**src/sv/gtag_pkg.sv**
```systemverilog
// Shared types, constants and GF(2^128) helper functions for the GHASH tag engine.
// No dependencies; imported by every module of the block.
package gtag_pkg;

    localparam int BLOCK_BITS     = 128;
    localparam int HALF_BITS      = 64;
    localparam int DIGIT_BITS     = 32;
    localparam int MUL_STEPS      = BLOCK_BITS / DIGIT_BITS;
    localparam int PROD_BITS      = BLOCK_BITS + DIGIT_BITS;
    localparam int BLOCK_BYTES    = 16;
    localparam int BYTE_BITS      = 8;
    localparam int LEN_SHIFT      = $clog2(BYTE_BITS);
    localparam int NB_BITS        = 5;
    localparam int COUNT_BITS_DEF = 36;
    localparam int QUEUE_DEPTH    = 2;
    localparam int CFG_INDEX_BITS = 2;

    // Reduction taps of x^128 = x^7 + x^2 + x + 1
    localparam int RED_TAP_A = 1;
    localparam int RED_TAP_B = 2;
    localparam int RED_TAP_C = 7;

    typedef enum logic [0:0] {
        OP_ABSORB = 1'b0,
        OP_FINISH = 1'b1
    } t_opcode;

    typedef enum logic [CFG_INDEX_BITS-1:0] {
        REG_HASH_KEY_HI = 2'd0,
        REG_HASH_KEY_LO = 2'd1
    } t_reg_index;

    // One queued work item, block already masked for absorbs
    typedef struct packed {
        t_opcode                 op;
        logic [BLOCK_BITS-1:0]   blk;
        logic [NB_BITS-1:0]      nbytes;
    } t_item;

    // Commands from the back end to the multiplier
    typedef struct packed {
        logic start;
        logic ack;
    } t_mul_ctl;

    // Map GCM reflected bit order to plain polynomial order (and back)
    function automatic logic [BLOCK_BITS-1:0] bit_reverse(input logic [BLOCK_BITS-1:0] a);
        logic [BLOCK_BITS-1:0] r;
        for (int k = 0; k < BLOCK_BITS; k++) begin
            r[k] = a[BLOCK_BITS-1-k];
        end
        return r;
    endfunction

    // Carry-less product of a 128-bit operand and a 32-bit digit
    function automatic logic [PROD_BITS-1:0] gf_clmul(input logic [BLOCK_BITS-1:0] v,
                                                      input logic [DIGIT_BITS-1:0] d);
        logic [PROD_BITS-1:0] p;
        p = '0;
        for (int j = 0; j < DIGIT_BITS; j++) begin
            if (d[j]) begin
                p = p ^ ({{DIGIT_BITS{1'b0}}, v} << j);
            end
        end
        return p;
    endfunction

    // Fold the bits above degree 127 back in once
    function automatic logic [BLOCK_BITS-1:0] gf_fold(input logic [PROD_BITS-1:0] p);
        logic [BLOCK_BITS-1:0] h;
        h = BLOCK_BITS'(p[PROD_BITS-1:BLOCK_BITS]);
        return p[BLOCK_BITS-1:0] ^ h ^ (h << RED_TAP_A) ^ (h << RED_TAP_B)
               ^ (h << RED_TAP_C);
    endfunction

endpackage

```
**src/sv/gtag_front.sv**
```systemverilog
// Input front end: accepts items, drops empty absorbs, clamps and applies the byte mask.
// Depends on gtag_pkg; feeds gtag_queue.
module gtag_front
    import gtag_pkg::*;
(
    input  logic                  i_valid,
    input  logic                  i_opcode,
    input  logic [HALF_BITS-1:0]  i_block_hi,
    input  logic [HALF_BITS-1:0]  i_block_lo,
    input  logic [NB_BITS-1:0]    i_valid_bytes,
    input  logic                  i_full,
    output logic                  o_stall,
    output logic                  o_push,
    output t_item                 o_item
);

    t_opcode               op;
    logic [NB_BITS-1:0]    nbytes;
    logic [BLOCK_BITS-1:0] mask;
    logic                  accept;

    assign op      = t_opcode'(i_opcode);
    assign o_stall = i_full;
    assign accept  = i_valid && !i_full;

    // Clamp oversize counts to a full block
    assign nbytes = (i_valid_bytes > NB_BITS'(BLOCK_BYTES)) ? NB_BITS'(BLOCK_BYTES)
                                                            : i_valid_bytes;

    // Keep leading bytes, byte 0 in the top position
    always_comb begin
        for (int k = 0; k < BLOCK_BYTES; k++) begin
            mask[BLOCK_BITS-1-k*BYTE_BITS -: BYTE_BITS] =
                (NB_BITS'(k) < nbytes) ? {BYTE_BITS{1'b1}} : {BYTE_BITS{1'b0}};
        end
    end

    // Classify: an absorb with no bytes never enters the queue
    always_comb begin
        o_item.op     = op;
        o_item.nbytes = nbytes;
        if (op == OP_FINISH) begin
            o_item.blk = {i_block_hi, i_block_lo};
            o_push     = accept;
        end else begin
            o_item.blk = {i_block_hi, i_block_lo} & mask;
            o_push     = accept && (nbytes != '0);
        end
    end

endmodule

```
**config.mk**
```make
export PLATFORM = sky130hd
export DESIGN_NAME = gtag_front
export DESIGN_NICKNAME = d
export VERILOG_FILES = /design/src/sv/gtag_pkg.sv /design/src/sv/gtag_front.sv
export SDC_FILE = /design/constraint.sdc
export NUM_CORES = 1
export LEC_CHECK = 0
export ABC_AREA = 1
export BUFFER_PORTS_ARGS = -buffer_cell sky130_fd_sc_hd__buf_2
export CAP_MARGIN = 20
export CORE_AREA = 10 10 98 100
export DETAILED_ROUTE_END_ITERATION = 16
export DIE_AREA = 0 0 108 110
export GPL_TIMING_DRIVEN = 1
export PLACE_DENSITY_LB_ADDON = 0.05
export SLEW_MARGIN = 20
export SYNTH_ARGS = -nofsm -noshare
export SYNTH_HDL_FRONTEND = slang
export SYNTH_SLANG_ARGS = --single-unit
```
**constraint.sdc**
```tcl
create_clock -name vclk -period 1.38
set_clock_uncertainty 0.2 [all_clocks]
set_input_delay 0.207 -clock vclk [all_inputs]
set_output_delay 0.207 -clock vclk [all_outputs]
set_load 0.02 [all_outputs]
```
==> parameters.txt <==
Parameter                              Value

Status
  Result of the run    complete, but fails checks
  Violated checks    setup timing

Worst setup path
  Data arrival time at the worst-slack endpoint    1180 ps
  Classification of the worst setup path    in -> out
  CP Launch Type    input pin
  Type of element capturing the critical path    output pin
  Biggest fanout along the worst timing path    8
  Data required time at the worst endpoint    970 ps

Layout
  Leading cell type in the layout, fill and taps excluded    sky130_fd_sc_hd__buf_2
  Share of layout cells above drive strength 1    0.7542
  Design area    4491 um2
  # clk buffers    0
  Most frequent cells in the layout    167 x sky130_fd_sc_hd__buf_2, 110 x sky130_fd_sc_hd__inv_1, 98 x sky130_fd_sc_hd__buf_6
  Register Area    0 um2
  Post-layout net count    732
  Ant diodes    0
  Area growth from synthesis to layout    261.1%
  Fillers    724
  Number of flip-flops and latches    0

Place
  Count of buffers from port buffering    272
  Area post-placement    3069 um2
  Placed wire-length estimate after detailed placement    8.393 mm
  Post-placement setup slack    -358.1 ps
  Routability Congestion    0.8107

Synthesis
  Main area contributors after synthesis    sky130_fd_sc_hd__inv_1 39%, sky130_fd_sc_hd__nor2_1 29%, sky130_fd_sc_hd__nand2_1 9.4%
  Count of unique library cells instantiated by Yosys    18
  Mapped Area    1244 um2
  Share of synthesized cell area in and, or, nand and nor gates    0.4557
  Share of the yosys chip area belonging to registers    0
  Xor/xnor share of the synthesized area    0
  Cell count after synthesis    299
  Compound-Gate Fraction of Synth Area    0.1127
  Mux share of post-synthesis cell area    0
  Adder-cell share of the synthesized area    0
  Area share of the largest cell type after synthesis    0.3924
  Dominant combinational cell family by area after synthesis    simple AND/OR/NAND/NOR gates
  Yosys top cell by area    sky130_fd_sc_hd__inv_1
  Yosys warns    0
  Nets in the synthesized netlist    435
  Avg Inst Size Synth    4.160 um2

Floorplan
  Placeable core region    7647 um2
  Initial core utilization    0.1626
  Overall die area    11880 um2
  Floorplan die height    110 um
  Overall die width    108 um
  # rows    32
  Top Ports    272

Power and ir drop
  Proportion of power drawn by combinational gates    1.000
  Internal cell power    821.0 uW
  Switching fraction of total power    0.5303
  Clock network fraction of total power    0
  NetSw    926.8 uW
  Total power    1.748 mW
  Power density cells    389.2 nW/um2
  IR Drop Worst-Case VDD    0.2020 mV
  Leakage power total    2.672 nW
  Part of the total power dissipated in sequential elements    0

GRT
  Number of antenna violations at the first check in global routing    0
  First-pass GRT wire length    14.07 mm
  Via count of the first global-routing pass    2834
  Total grt overflow    0
  Largest net degree at the start of global routing    17
  All-Layer GR Usage    0.1435

STA
  Post-layout min period    1586 ps
  Total setup violations reported at the end of the flow    124
  Max-slew violation count    0
  Worst-margin pin slew    268.0 ps
  Fin. Hold Viols    0
  Achievable Freq    0.6306 GHz
  Sum of negative setup slack    -15620 ps
  Unrepaired setup endpoints after global routing    true
  Min setup slack post-route    -205.7 ps
  Worst-case headroom to the max-slew limit    0.8209
  Tcrit/Tclk final    1.149
  Hold_ws    451.8 ps

Detailed routing
  Number of design rule violations left after detail routing    0
  Via Count    2751
  Count of routing violations after the opening detailed-route iteration    73
  Antenna violation net count after detailed routing    0
  Avg Vias per Cell    3.953
  1st-pass router iterations    4
  Total length of routed wires    10.55 mm
  Routed wire per std cell    15.15 um

Job
  Maximum Capacitance Violations    0

Min path
  Worst hold-check path type    in -> out
  Min-Delay Path Depth    2

Clock network
  Post-CTS Hold Fix Bufs    0
[layer usage]
layer / part of all wire / GRT usage
met5: 0 / 0
met3: 0.11 / 0.06442
met1: 0.31 / 0.1292
met4: 0.015 / 0.01718
met2: 0.56 / 0.2922
[path summary, 6_finish.rpt]
path                      from  slack (ps)          to
worst max-delay path  i_opcode        -210  o_item[90]
worst min-delay path    i_full         450     o_stall
[power groups by stage]
stage / clock (mW) / combinational [mW] / sequential, mW
4_1_cts: 0 / 1.51 / 0
6_report: 0 / 1.75 / 0
2_1_floorplan: 0 / 0.663 / 0
3_5_place_dp: 0 / 1.22 / 0
3_3_place_gp: 0 / 1.21 / 0
5_1_grt: 0 / 1.86 / 0
[cells by family (layout without fill, tap and decap cells)]
group	after synthesis	in the layout
buffers and inverters	139	433
AO/OA/AOI/OAI	21	21
AND/OR/NAND/NOR	139	140
[what timing repair did]
item                                    CTS  global route
endpoints found under the setup margin  130           131
gates resized for setup                 216           182
setup buffers                             5             1
pin swaps                                16            35
gates cloned                              2             1
[stage by stage]
stage	util	std cells
floorplan	-	299
global placement	0.4013	688
detailed placement	0.4013	688
CTS	0.5011	695
global route	0.5872	696
finish	0.5872	696
[critical path, stage by stage]
cell and delay (ps):
sky130_fd_sc_hd__buf_8 100, sky130_fd_sc_hd__nor2_4 190, sky130_fd_sc_hd__buf_6 150, sky130_fd_sc_hd__nand2_8 70, sky130_fd_sc_hd__a21oi_4 130, sky130_fd_sc_hd__buf_12 170, sky130_fd_sc_hd__nor2_4 40, sky130_fd_sc_hd__buf_6 120
[synthesized netlist by cell type, drive strengths merged]
master / number
clkbuf: 1
buf: 6
inv: 132
nand2: 34
a21oi: 12
nand3b: 1
o21ai: 1
nand4: 1
nand3: 5
nor2: 98
a21boi: 8
[layout make-up]
type	count	area, um2	share of cell area
inverters	132	515.5	0.1148
multi-input cells	161	1483	0.3302
well taps	102	127.6	0.02842
repair buffers	300	2335	0.5199
repair inverters	1	30.03	0.006687
Note: power is estimated with default switching activity, not from simulation.
