`config.mk`:
```
export PLATFORM = sky130hd
export DESIGN_NAME = gtag_queue
export DESIGN_NICKNAME = d
export VERILOG_FILES = /design/src/sv/gtag_pkg.sv /design/src/sv/gtag_queue.sv
export SDC_FILE = /design/constraint.sdc
export NUM_CORES = 1
export LEC_CHECK = 0
export BUFFER_PORTS_ARGS = -buffer_cell sky130_fd_sc_hd__buf_2
export CAP_MARGIN = 20
export CORE_ASPECT_RATIO = 1.2
export CORE_UTILIZATION = 50
export CTS_CLUSTER_DIAMETER = 60
export DETAILED_ROUTE_END_ITERATION = 10
export PLACE_DENSITY = 0.86
export SLEW_MARGIN = 10
export SYNTH_ARGS = -nofsm -noshare
export SYNTH_HDL_FRONTEND = slang
export SYNTH_SLANG_ARGS = --single-unit
```
`constraint.sdc`:
```
create_clock -name i_clk -period 9.4 [get_ports i_clk]
set_clock_uncertainty 0.1 [all_clocks]
set_input_delay 1.41 -clock i_clk [delete_from_list [all_inputs] [get_ports i_clk]]
set_output_delay 1.41 -clock i_clk [all_outputs]
set_load 0.05 [all_outputs]
```
`src/sv/gtag_pkg.sv`:
```
// Shared types, constants and GF(2^128) helper functions for the GHASH tag engine.
// No dependencies; imported by every module of the block.
package gtag_pkg;

    localparam int BLOCK_BITS     = 128;
    localparam int HALF_BITS      = 64;
    localparam int DIGIT_BITS     = 32;
    localparam int MUL_STEPS      = BLOCK_BITS / DIGIT_BITS;
    localparam int PROD_BITS      = BLOCK_BITS + DIGIT_BITS;
    localparam int BLOCK_BYTES    = 16;
    localparam int BYTE_BITS      = 8;
    localparam int LEN_SHIFT      = $clog2(BYTE_BITS);
    localparam int NB_BITS        = 5;
    localparam int COUNT_BITS_DEF = 36;
    localparam int QUEUE_DEPTH    = 2;
    localparam int CFG_INDEX_BITS = 2;

    // Reduction taps of x^128 = x^7 + x^2 + x + 1
    localparam int RED_TAP_A = 1;
    localparam int RED_TAP_B = 2;
    localparam int RED_TAP_C = 7;

    typedef enum logic [0:0] {
        OP_ABSORB = 1'b0,
        OP_FINISH = 1'b1
    } t_opcode;

    typedef enum logic [CFG_INDEX_BITS-1:0] {
        REG_HASH_KEY_HI = 2'd0,
        REG_HASH_KEY_LO = 2'd1
    } t_reg_index;

    // One queued work item, block already masked for absorbs
    typedef struct packed {
        t_opcode                 op;
        logic [BLOCK_BITS-1:0]   blk;
        logic [NB_BITS-1:0]      nbytes;
    } t_item;

    // Commands from the back end to the multiplier
    typedef struct packed {
        logic start;
        logic ack;
    } t_mul_ctl;

    // Map GCM reflected bit order to plain polynomial order (and back)
    function automatic logic [BLOCK_BITS-1:0] bit_reverse(input logic [BLOCK_BITS-1:0] a);
        logic [BLOCK_BITS-1:0] r;
        for (int k = 0; k < BLOCK_BITS; k++) begin
            r[k] = a[BLOCK_BITS-1-k];
        end
        return r;
    endfunction

    // Carry-less product of a 128-bit operand and a 32-bit digit
    function automatic logic [PROD_BITS-1:0] gf_clmul(input logic [BLOCK_BITS-1:0] v,
                                                      input logic [DIGIT_BITS-1:0] d);
        logic [PROD_BITS-1:0] p;
        p = '0;
        for (int j = 0; j < DIGIT_BITS; j++) begin
            if (d[j]) begin
                p = p ^ ({{DIGIT_BITS{1'b0}}, v} << j);
            end
        end
        return p;
    endfunction

    // Fold the bits above degree 127 back in once
    function automatic logic [BLOCK_BITS-1:0] gf_fold(input logic [PROD_BITS-1:0] p);
        logic [BLOCK_BITS-1:0] h;
        h = BLOCK_BITS'(p[PROD_BITS-1:BLOCK_BITS]);
        return p[BLOCK_BITS-1:0] ^ h ^ (h << RED_TAP_A) ^ (h << RED_TAP_B)
               ^ (h << RED_TAP_C);
    endfunction

endpackage

```
`src/sv/gtag_queue.sv`:
```
// Short item queue between the front end and the hash back end.
// Depends on gtag_pkg for the item type and depth.
module gtag_queue
    import gtag_pkg::*;
(
    input  logic  i_clk,
    input  logic  i_rst_n,
    input  logic  i_push,
    input  t_item i_item,
    input  logic  i_pop,
    output logic  o_full,
    output logic  o_empty,
    output t_item o_item
);

    localparam int PTR_BITS = $clog2(QUEUE_DEPTH);
    localparam int CNT_BITS = $clog2(QUEUE_DEPTH + 1);

    t_item                r_slot [QUEUE_DEPTH];
    logic [PTR_BITS-1:0]  r_wr_ptr;
    logic [PTR_BITS-1:0]  r_rd_ptr;
    logic [CNT_BITS-1:0]  r_count;
    logic                 do_push;
    logic                 do_pop;

    assign o_full  = (r_count == CNT_BITS'(QUEUE_DEPTH));
    assign o_empty = (r_count == '0);
    assign o_item  = r_slot[r_rd_ptr];
    assign do_push = i_push && !o_full;
    assign do_pop  = i_pop && !o_empty;

    function automatic logic [PTR_BITS-1:0] ptr_inc(input logic [PTR_BITS-1:0] p);
        return (p == PTR_BITS'(QUEUE_DEPTH - 1)) ? '0 : p + 1'b1;
    endfunction

    // Store the pushed item
    always_ff @(posedge i_clk) begin
        if (do_push) begin
            r_slot[r_wr_ptr] <= i_item;
        end
    end

    // Advance pointers and occupancy
    always_ff @(posedge i_clk) begin
        if (!i_rst_n) begin
            r_wr_ptr <= '0;
            r_rd_ptr <= '0;
            r_count  <= '0;
        end else begin
            if (do_push) begin
                r_wr_ptr <= ptr_inc(r_wr_ptr);
            end
            if (do_pop) begin
                r_rd_ptr <= ptr_inc(r_rd_ptr);
            end
            if (do_push && !do_pop) begin
                r_count <= r_count + 1'b1;
            end else if (do_pop && !do_push) begin
                r_count <= r_count - 1'b1;
            end
        end
    end

endmodule

```
==> impl_metrics.py, run 1 <==
metrics = {
    "cts": {
        "number_of_h_tree_branching_levels": 1,
        "tritoncts.num_buffers": 26,
        "cts_buffer_depth": 3,
        "post_cts_clock_slew_at_the_launch_and_capture_registers_of_the_worst_setup_and_hold_paths_ps": 60,
        "post_cts_resized": 0,
        "cts_hold_repair.buffers": 0,
        "tritoncts": "built",
        "clkLatencyLatePin_ps": 510,
        "postCtsSetupBuffers": 0,
        "clock-root-buffer": "sky130_fd_sc_hd__clkbuf_16",
        "clock_sinks": 273,
    },
    "sta": {
        "setup-violations-final": 0,
        "slew_viol_final": 0,
        "max_clock_freq_mhz": 214,
        "worst_pin_slew_ps": 1120,
        "unrepaired_setup_endpoints_after_global_routing": "false",
        "period_needed_ps": 4670,
        "timing.final.hold_violations": 0,
        "final_critical_path_setup_slack_ps": 4730,
        "worst_slew_margin_rel": 0.256,
        "tns_ps": 0,
        "timing.final.crit_share": 0.497,
    },
    "cells_and_area": {
        "layout.filler_cells": 1395,
        "areaGrowthSynthToFinish_pct": 23.7,
        "finalCoreUtilization": 0.637,
        "final_nets": 871,
        "drive_gt1_frac": 0.600,
    },
    "floorplanning": {
        "die_area_sq_um": 20900,
        "floorplan.core_area_sq_um": 19700,
        "ioPinCount": 274,
        "floorplan.rows": 56,
        "initial_core_util": 0.515,
        "dieWidth_um": 132,
        "die-height_um": 158,
    },
    "logic_synthesis": {
        "yosysUniqueCellTypes": 21,
        "yosysSeqAreaShare": 0.803,
        "yosys.area.top_type_share": 0.794,
        "synth.most_common_cell": "sky130_fd_sc_hd__edfxtp_1",
        "synthesis.nets": 581,
        "syn-mean-instance-area_sq_um": 22.9,
        "yosys_warning_total": 0,
        "synth_top_flop_cell": "sky130_fd_sc_hd__edfxtp_1",
        "synth_edf_count": 268,
        "synth.top_cells.by_count": "sky130_fd_sc_hd__edfxtp_1 (268), sky130_fd_sc_hd__mux2_2 (74), sky130_fd_sc_hd__mux2_4 (60)",
        "synthTopCellsByArea": "sky130_fd_sc_hd__edfxtp_1 (79%), sky130_fd_sc_hd__mux2_4 (8.9%), sky130_fd_sc_hd__mux2_2 (8.2%)",
        "synth_top_area_cell": "sky130_fd_sc_hd__edfxtp_1",
        "synthArstFlopShare": 0,
        "synthCells": 442,
        "mappedNetlistArea_sq_um": 10100,
        "yosys_register_bits": 273,
    },
    "power": {
        "p_int_mw": 2.50,
        "vdd.ir_drop.worst_mv": 0.225,
        "sw_frac_of_total": 0.372,
        "power_frac_clock": 0.241,
        "pwr-share-seq": 0.406,
        "power_per_cell_area_nw_per_um2": 317,
        "comb_power_share": 0.352,
        "switchingPower_mw": 1.48,
        "power.static_leakage_nw": 4.79,
    },
    "global_route": {
        "largest_net_degree_at_the_start_of_global_routing": 82,
        "grt.total_usage": 0.170,
        "grtUsageMet2": 0.326,
        "grt_antenna_before_repair": 2,
        "number_of_global_route_vias_before_repair": 5293,
        "groute.layer.met1.usage": 0.177,
        "overflow": 0,
        "first_pass_grt_wire_length_um": 27200,
        "most_utilized_layer_in_the_global_route_result": "met2",
        "m3_gr_usage": 0.0484,
    },
    "place": {
        "place.port_buffers": 273,
        "detailedPlace.worstSlack_ps": 5200,
        "routabilityCongestion": 0.765,
        "detailedPlacementHpwl_um": 12100,
    },
    "setup_path": {
        "critPathArrivalTime_ps": 3160,
        "worst_setup_path_start_kind": "flip-flop",
        "critPathRequiredTime_ps": 7890,
        "crit_path_max_fanout": 68,
        "setup.worst_path.end_class": "output port",
        "path_class": "reg -> out",
    },
    "hold_path": {
        "timing.hold.worst.class": "reg -> reg",
    },
    "routing": {
        "postRouteAntennaNets": 0,
        "average_via_count_per_standard_cell": 4.94,
        "post-route-drc-count": 0,
        "post_drt_wl_per_cell_um": 18.2,
        "drtIter0Drc": 230,
        "postRouteWirelength_um": 18400,
        "num_vias": 5006,
        "drt_first_pass_iters": 6,
    },
    "flow_run": {
        "max_capacitance_violation_count": 0,
    },
    "outcome": {
        "status": "complete, no violations",
    },
}
[power groups by stage]
stage | Combinational, mW | Clock [mW] | Sequential (mW)
global placement | 1.39 | 0 | 1.63
detailed placement | 1.41 | 0 | 1.65
floorplan | 1.19 | 0 | 1.61
finish | 1.40 | 0.960 | 1.62
CTS | 1.41 | 0.985 | 1.62
global route | 1.45 | 1.03 | 1.63
[registers in the layout, indices dropped and copies added, names as in the netlist, named ones only]
| name | count |
|---|---|
| r_count | 2 |
| r_rd_ptr | 1 |
| r_wr_ptr | 1 |
| r_slot | 268 |
[layer usage]
metal / wire (um) / vias up
met1: 6610 / 2444
li1: - / 2343
met2: 10100 / 185
met5: 13 / -
met4: 390 / 2
met3: 1270 / 32
[layout make-up]
type | count | area [sq um] | area share
Antenna cell | 2 | 5.00 | 0.000399
Clock buffer | 30 | 687 | 0.0548
Clock inverter | 16 | 100 | 0.00798
Inverter | 2 | 7.51 | 0.000598
Multi-Input combinational cell | 152 | 1870 | 0.149
Sequential cell | 273 | 8150 | 0.650
Tap cell | 261 | 327 | 0.0260
Timing Repair Buffer | 277 | 1400 | 0.111
[layout by cell type (no fill, tap or decap), types with 3 or more instances in the layout]
master                        n
sky130_fd_sc_hd__and2_1       3
sky130_fd_sc_hd__mux2_4      60
sky130_fd_sc_hd__clkbuf_1     3
sky130_fd_sc_hd__buf_2      273
sky130_fd_sc_hd__buf_4        4
sky130_fd_sc_hd__clkinv_2     7
sky130_fd_sc_hd__dfxtp_1      4
sky130_fd_sc_hd__mux2_2      74
sky130_fd_sc_hd__edfxtp_1   268
sky130_fd_sc_hd__clkinv_1     7
sky130_fd_sc_hd__clkbuf_16   27
[worst paths after layout]
kind	from	endpoint	slack, ps	depth (start not counted)
worst max-delay path	flip-flop	o_item[116]	4730	3
worst min-delay path	r_count[1]	r_count[1]	440	2
worst max register to register	r_count[0]	r_slot[0][88]	6520	5
worst min register to register	r_count[1]	r_count[1]	440	2
[through the flow]
| stage | cells | power (mW) | hold slack [ps] | instance area (sq um) |
|---|---|---|---|---|
| CTS | 1011 | 4.02 | 436 | 12500 |
| global route | 1012 | 4.12 | 463 | 12500 |
| floorplan | 442 | 2.80 | 383 | 10100 |
| detailed placement | 965 | 3.05 | 424 | 11800 |
| global placement | 965 | 3.03 | 407 | 11800 |
| finish | 1013 | 3.98 | 438 | 12500 |
[cells by family after synthesis]
kind of cell               share of synthesized area
adders and majority gates                    0.00123
buffers and inverters                         0.0131
muxes                                          0.171
xor gates and xnor gates                     0.00259
AOI/OAI and AO/OA                            0.00321
DFF                                            0.803
and+or+nand+nor                              0.00543
[critical path: stages, from the launching register on]
cell and delay, ps:
sky130_fd_sc_hd__dfxtp_4 970, sky130_fd_sc_hd__buf_4 980, sky130_fd_sc_hd__mux2_2 440, sky130_fd_sc_hd__buf_2 220
(Power assumes the default switching activity.)
==> inputs of run 2 (changes only) <==
Clock period 9.4 ns to 4.7 ns, I/O delays scaled along.
==> run 2 against run 1 <==
Non-clock buffer count up 1. Count of clock-buffer cells in the layout increased by 2. Clock power increased by 110%. Final cell count is essentially flat. Critical endpoint unchanged. Hold slack worse by 160 ps.
==> impl_metrics.py, run 2 (same netlist as run 1, synthesis figures left out) <==
metrics = {
    "routing": {
        "drt_first_pass_iters": 4,
        "average_via_count_per_standard_cell": 4.95,
        "num_vias": 5017,
        "postRouteWirelength_um": 17800,
        "postRouteAntennaNets": 0,
        "post-route-drc-count": 0,
        "post_drt_wl_per_cell_um": 17.5,
        "drtIter0Drc": 225,
    },
    "power": {
        "p_int_mw": 5.11,
        "comb_power_share": 0.351,
        "power.static_leakage_nw": 4.82,
        "power_frac_clock": 0.251,
        "sw_frac_of_total": 0.364,
        "power_per_cell_area_nw_per_um2": 637,
        "switchingPower_mw": 2.93,
        "pwr-share-seq": 0.398,
        "vdd.ir_drop.worst_mv": 0.463,
    },
    "cells_and_area": {
        "mostFrequentLayoutCell": "sky130_fd_sc_hd__buf_2",
        "max_flop_register": "r_slot",
        "drive_gt1_frac": 0.600,
        "final_nets": 872,
        "most-common-layout-cells": "sky130_fd_sc_hd__buf_2 (273), sky130_fd_sc_hd__edfxtp_1 (268), sky130_fd_sc_hd__mux2_2 (74)",
        "areaGrowthSynthToFinish_pct": 24.5,
        "layout.filler_cells": 1361,
        "multi_input_comb_area_sq_um": 1870,
        "largest_regs": "r_slot: 268 flops, r_count: 2 flops",
        "finalCoreUtilization": 0.641,
        "largest_reg_flops": 268,
        "area.sequential_sq_um": 8150,
    },
    "setup_path": {
        "worstRegToRegCells": 3,
        "r2r-start": "r_count[0]",
        "setup.worst_path.end_class": "output port",
        "path_class": "reg -> out",
        "crit_path_max_fanout": 42,
        "critPathArrivalTime_ps": 2490,
        "worst_setup_path_start_kind": "flip-flop",
        "critPathRequiredTime_ps": 3890,
    },
    "global_route": {
        "first_pass_grt_wire_length_um": 26000,
        "overflow": 0,
        "largest_net_degree_at_the_start_of_global_routing": 74,
        "grt_antenna_before_repair": 1,
        "number_of_global_route_vias_before_repair": 5207,
        "grt.total_usage": 0.161,
    },
    "cts": {
        "post_cts_clock_slew_at_the_launch_and_capture_registers_of_the_worst_setup_and_hold_paths_ps": 60,
        "tritoncts.num_buffers": 26,
        "cts_hold_repair.buffers": 0,
        "cts_buffer_depth": 3,
        "tritoncts": "built",
        "postCtsSetupBuffers": 0,
        "clock-root-buffer": "sky130_fd_sc_hd__clkbuf_16",
        "post_cts_resized": 0,
        "clkLatencyLatePin_ps": 510,
        "clock_sinks": 273,
        "number_of_h_tree_branching_levels": 1,
    },
    "floorplanning": {
        "dieWidth_um": 132,
        "ioPinCount": 274,
        "die-height_um": 158,
        "die_area_sq_um": 20900,
        "floorplan.rows": 56,
        "initial_core_util": 0.515,
        "floorplan.core_area_sq_um": 19700,
    },
    "hold_path": {
        "timing.hold.worst.class": "in -> reg",
        "hold_depth": 1,
        "hold_path_startpoint": "i_item[86]",
    },
    "sta": {
        "slew_viol_final": 0,
        "tns_ps": 0,
        "unrepaired_setup_endpoints_after_global_routing": "false",
        "worst_slew_margin_rel": 0.362,
        "max_clock_freq_mhz": 303,
        "timing.final.hold_violations": 0,
        "period_needed_ps": 3300,
        "timing.final.crit_share": 0.702,
        "worst_pin_slew_ps": 957,
        "setup-violations-final": 0,
    },
    "outcome": {
        "status": "complete, no violations",
    },
    "place": {
        "routabilityCongestion": 0.755,
        "detailedPlacementHpwl_um": 12100,
        "place.port_buffers": 273,
    },
    "flow_run": {
        "max_capacitance_violation_count": 0,
    },
}
-- run 2: cell type report --
cell class,instances,share of cell area
Multi-Input combinational cell,152,0.148
Tap cell,261,0.0259
Antenna cell,1,0.000198
Timing Repair Buffer,278,0.113
Clock inverter,15,0.0115
Clock buffer,32,0.0550
Inverter,2,0.000594
Sequential cell,273,0.645
-- run 2: routing by layer --
metal / up-vias / track usage / wire length [um]
met1: 2439 / 0.172 / 6500
met4: 0 / 0.0576 / 412
li1: 2342 / - / -
met3: 34 / 0.0432 / 1240
met5: - / 0 / 0
met2: 202 / 0.305 / 9630
-- run 2: power by group through the flow --
stage          combinational (mW)  clock [mW]  sequential (mW)
4_1_cts                      2.85        2.07             3.21
5_1_grt                      2.93        2.15             3.23
2_1_floorplan                2.38           0             3.20
3_3_place_gp                 2.81           0             3.24
3_5_place_dp                 2.84           0             3.26
6_report                     2.82        2.02             3.20
-- run 2: worst paths after layout --
| check | end | slack (ps) |
|---|---|---|
| worst max register to register | r_slot[1][94] | 2410 |
| worst min register to register | r_count[1] | 440 |
| worst min-delay path | r_slot[1][86] | 270 |
| worst max-delay path | o_item[116] | 1400 |
-- run 2: critical path, cell delays in order (launching register included) --
cell,delay (ps)
sky130_fd_sc_hd__dfxtp_4,770
sky130_fd_sc_hd__buf_4,550
sky130_fd_sc_hd__mux2_2,400
sky130_fd_sc_hd__buf_2,210
-- run 2: metrics by stage --
| step | hold slack, ps | cells | cell area [sq um] | worst slack [ps] | total power, mW |
|---|---|---|---|---|---|
| after floorplan | 383 | 442 | 10100 | 106 | 5.58 |
| after global placement | 404 | 966 | 11800 | 1950 | 6.05 |
| after detailed placement | 440 | 966 | 11800 | 1940 | 6.10 |
| after CTS | 256 | 1013 | 12600 | 1380 | 8.12 |
| after global routing | 255 | 1014 | 12600 | 1300 | 8.31 |
| final | 274 | 1014 | 12600 | 1400 | 8.04 |
==> inputs of run 3 (changes only) <==
Clock period 4.7 ns to 3.2 ns, I/O delays scaled along.
==> run 3 against run 2 <==
Non-clock buffer count up 1. Hold slack got worse by 220 ps. Register-to-register slack got worse by 1300 ps. Setup slack got worse by 780 ps. First-iteration DRC count up 2.2%. Final cell count is 0.49% higher. Critical path depth stayed put. Die area is the same. Via count is 2.0% higher. Cell area is 0.36% higher. Combinational power increased by 52%. Critical path type unchanged. Largest power group unchanged.
==> impl_metrics.py, run 3 (same netlist as run 1, synthesis figures left out) <==
metrics = {
    "setup_path": {
        "crit_path_cell_trace": "buf_12 > mux2_2 > buf_2",
        "worst_setup_path_start_kind": "flip-flop",
        "critical-path-slowest-cell": "sky130_fd_sc_hd__mux2_2",
        "critPathRequiredTime_ps": 2620,
        "setup.worst_path.end_class": "output port",
        "critPathArrivalTime_ps": 2000,
        "crit_path_max_fanout": 78,
        "critical-path-max-stage-delay_ps": 410,
        "path_class": "reg -> out",
    },
    "routing": {
        "postRouteWirelength_um": 18800,
        "num_vias": 5119,
        "drtIter0Drc": 230,
        "average_via_count_per_standard_cell": 5.02,
        "post_drt_wl_per_cell_um": 18.5,
        "post-route-drc-count": 0,
        "postRouteAntennaNets": 0,
        "drt_first_pass_iters": 4,
    },
    "cts": {
        "cts_hold_repair.buffers": 0,
        "number_of_h_tree_branching_levels": 1,
        "tritoncts": "built",
        "cts_buffer_depth": 3,
        "post_cts_resized": 0,
        "clkLatencyLatePin_ps": 510,
        "post_cts_clock_slew_at_the_launch_and_capture_registers_of_the_worst_setup_and_hold_paths_ps": 60,
        "tritoncts.num_buffers": 26,
        "clock-root-buffer": "sky130_fd_sc_hd__clkbuf_16",
        "clock_sinks": 273,
        "postCtsSetupBuffers": 0,
    },
    "global_route": {
        "number_of_global_route_vias_before_repair": 5321,
        "grt.total_usage": 0.174,
        "overflow": 0,
        "largest_net_degree_at_the_start_of_global_routing": 79,
        "grt_antenna_before_repair": 8,
        "first_pass_grt_wire_length_um": 27600,
    },
    "cells_and_area": {
        "max_flop_register": "r_slot",
        "finalNonFillerCells": 1019,
        "drive_gt1_frac": 0.598,
        "areaGrowthSynthToFinish_pct": 25.0,
        "final_nets": 873,
        "largest_regs": "r_slot: 268 flops, r_count: 2 flops",
        "multi_input_comb_area_sq_um": 1870,
        "most-common-layout-cells": "sky130_fd_sc_hd__buf_2 (273), sky130_fd_sc_hd__edfxtp_1 (268), sky130_fd_sc_hd__mux2_2 (74)",
        "area.sequential_sq_um": 8150,
        "layout.filler_cells": 1364,
        "mostFrequentLayoutCell": "sky130_fd_sc_hd__buf_2",
        "largest_reg_flops": 268,
    },
    "floorplanning": {
        "initial_core_util": 0.515,
        "floorplan.rows": 56,
        "die_area_sq_um": 20900,
        "dieWidth_um": 132,
        "ioPinCount": 274,
        "die-height_um": 158,
        "floorplan.core_area_sq_um": 19700,
    },
    "sta": {
        "worst_pin_slew_ps": 640,
        "unrepaired_setup_endpoints_after_global_routing": "false",
        "setup-violations-final": 0,
        "worst_slew_margin_rel": 0.573,
        "period_needed_ps": 2580,
        "max_clock_freq_mhz": 387,
        "timing.final.hold_violations": 0,
        "slew_viol_final": 0,
        "timing.final.crit_share": 0.807,
    },
    "power": {
        "vdd.ir_drop.worst_mv": 0.767,
        "power_frac_clock": 0.244,
        "power_mw": 11.8,
        "sw_frac_of_total": 0.368,
        "comb_power_share": 0.364,
        "p_int_mw": 7.46,
        "pwr-share-seq": 0.392,
        "switchingPower_mw": 4.35,
        "power_per_cell_area_nw_per_um2": 931,
        "power.static_leakage_nw": 4.82,
    },
    "place": {
        "routabilityCongestion": 0.779,
        "place.port_buffers": 273,
        "numPlacedInstances": 967,
        "detailedPlacementHpwl_um": 12600,
    },
    "outcome": {
        "status": "complete, no violations",
    },
    "flow_run": {
        "max_capacitance_violation_count": 0,
    },
    "hold_path": {
        "timing.hold.worst.class": "in -> reg",
    },
}
-- run 3: power groups by stage --
stage / Clock, mW / Sequential (mW) / Combinational (mW)
after global routing: 3.09 / 4.66 / 4.47
after global placement: 0 / 4.67 / 4.28
final: 2.88 / 4.62 / 4.30
after floorplan: 0 / 4.69 / 3.49
after detailed placement: 0 / 4.70 / 4.32
after CTS: 2.97 / 4.63 / 4.33
-- run 3: path summary, 6_finish.rpt --
path	startpoint	end	slack, ps	depth (start not counted)
setup / recovery	flip-flop	o_item[21]	620	3
hold / removal	i_item[19]	r_slot[1][19]	60	1
setup reg to reg	r_count[0]	r_slot[1][109]	1160	3
hold reg to reg	r_count[1]	r_count[1]	430	2
-- run 3: area by class of cell --
type	count	area share
clock buffer	32	0.0548
clock inverter	14	0.00948
antenna	6	0.00118
tap	261	0.0258
multi-input combinational	152	0.148
inverter	2	0.000592
timing repair buffer	279	0.117
sequential	273	0.643
-- run 3: stage by stage --
step | hold slack, ps | cell area [sq um] | utilization | setup WS, ps | setup TNS [ps]
floorplan | 383 | 10100 | - | -1390 | -188020
global placement | 401 | 11800 | 0.602 | 1170 | 0
detailed placement | 420 | 11800 | 0.602 | 1150 | 0
CTS | 28.0 | 12700 | 0.643 | 601 | 0
global route | 28.6 | 12700 | 0.643 | 556 | 0
finish | 55.6 | 12700 | 0.644 | 617 | 0
-- run 3: metal layers --
metal,global-route usage,share of wire,vias up
li1,-,-,2357
met1,0.193,0.36,2485
met2,0.305,0.52,217
met3,0.0580,0.085,54
met4,0.0753,0.034,6
met5,0,0.0018,-
-- run 3: worst max-delay path: cells and delay by family (launching register included) --
family / cells / cell delay, ps
flip-flops: 1 / 380
buffers and inverters: 2 / 610
multiplexers: 1 / 410
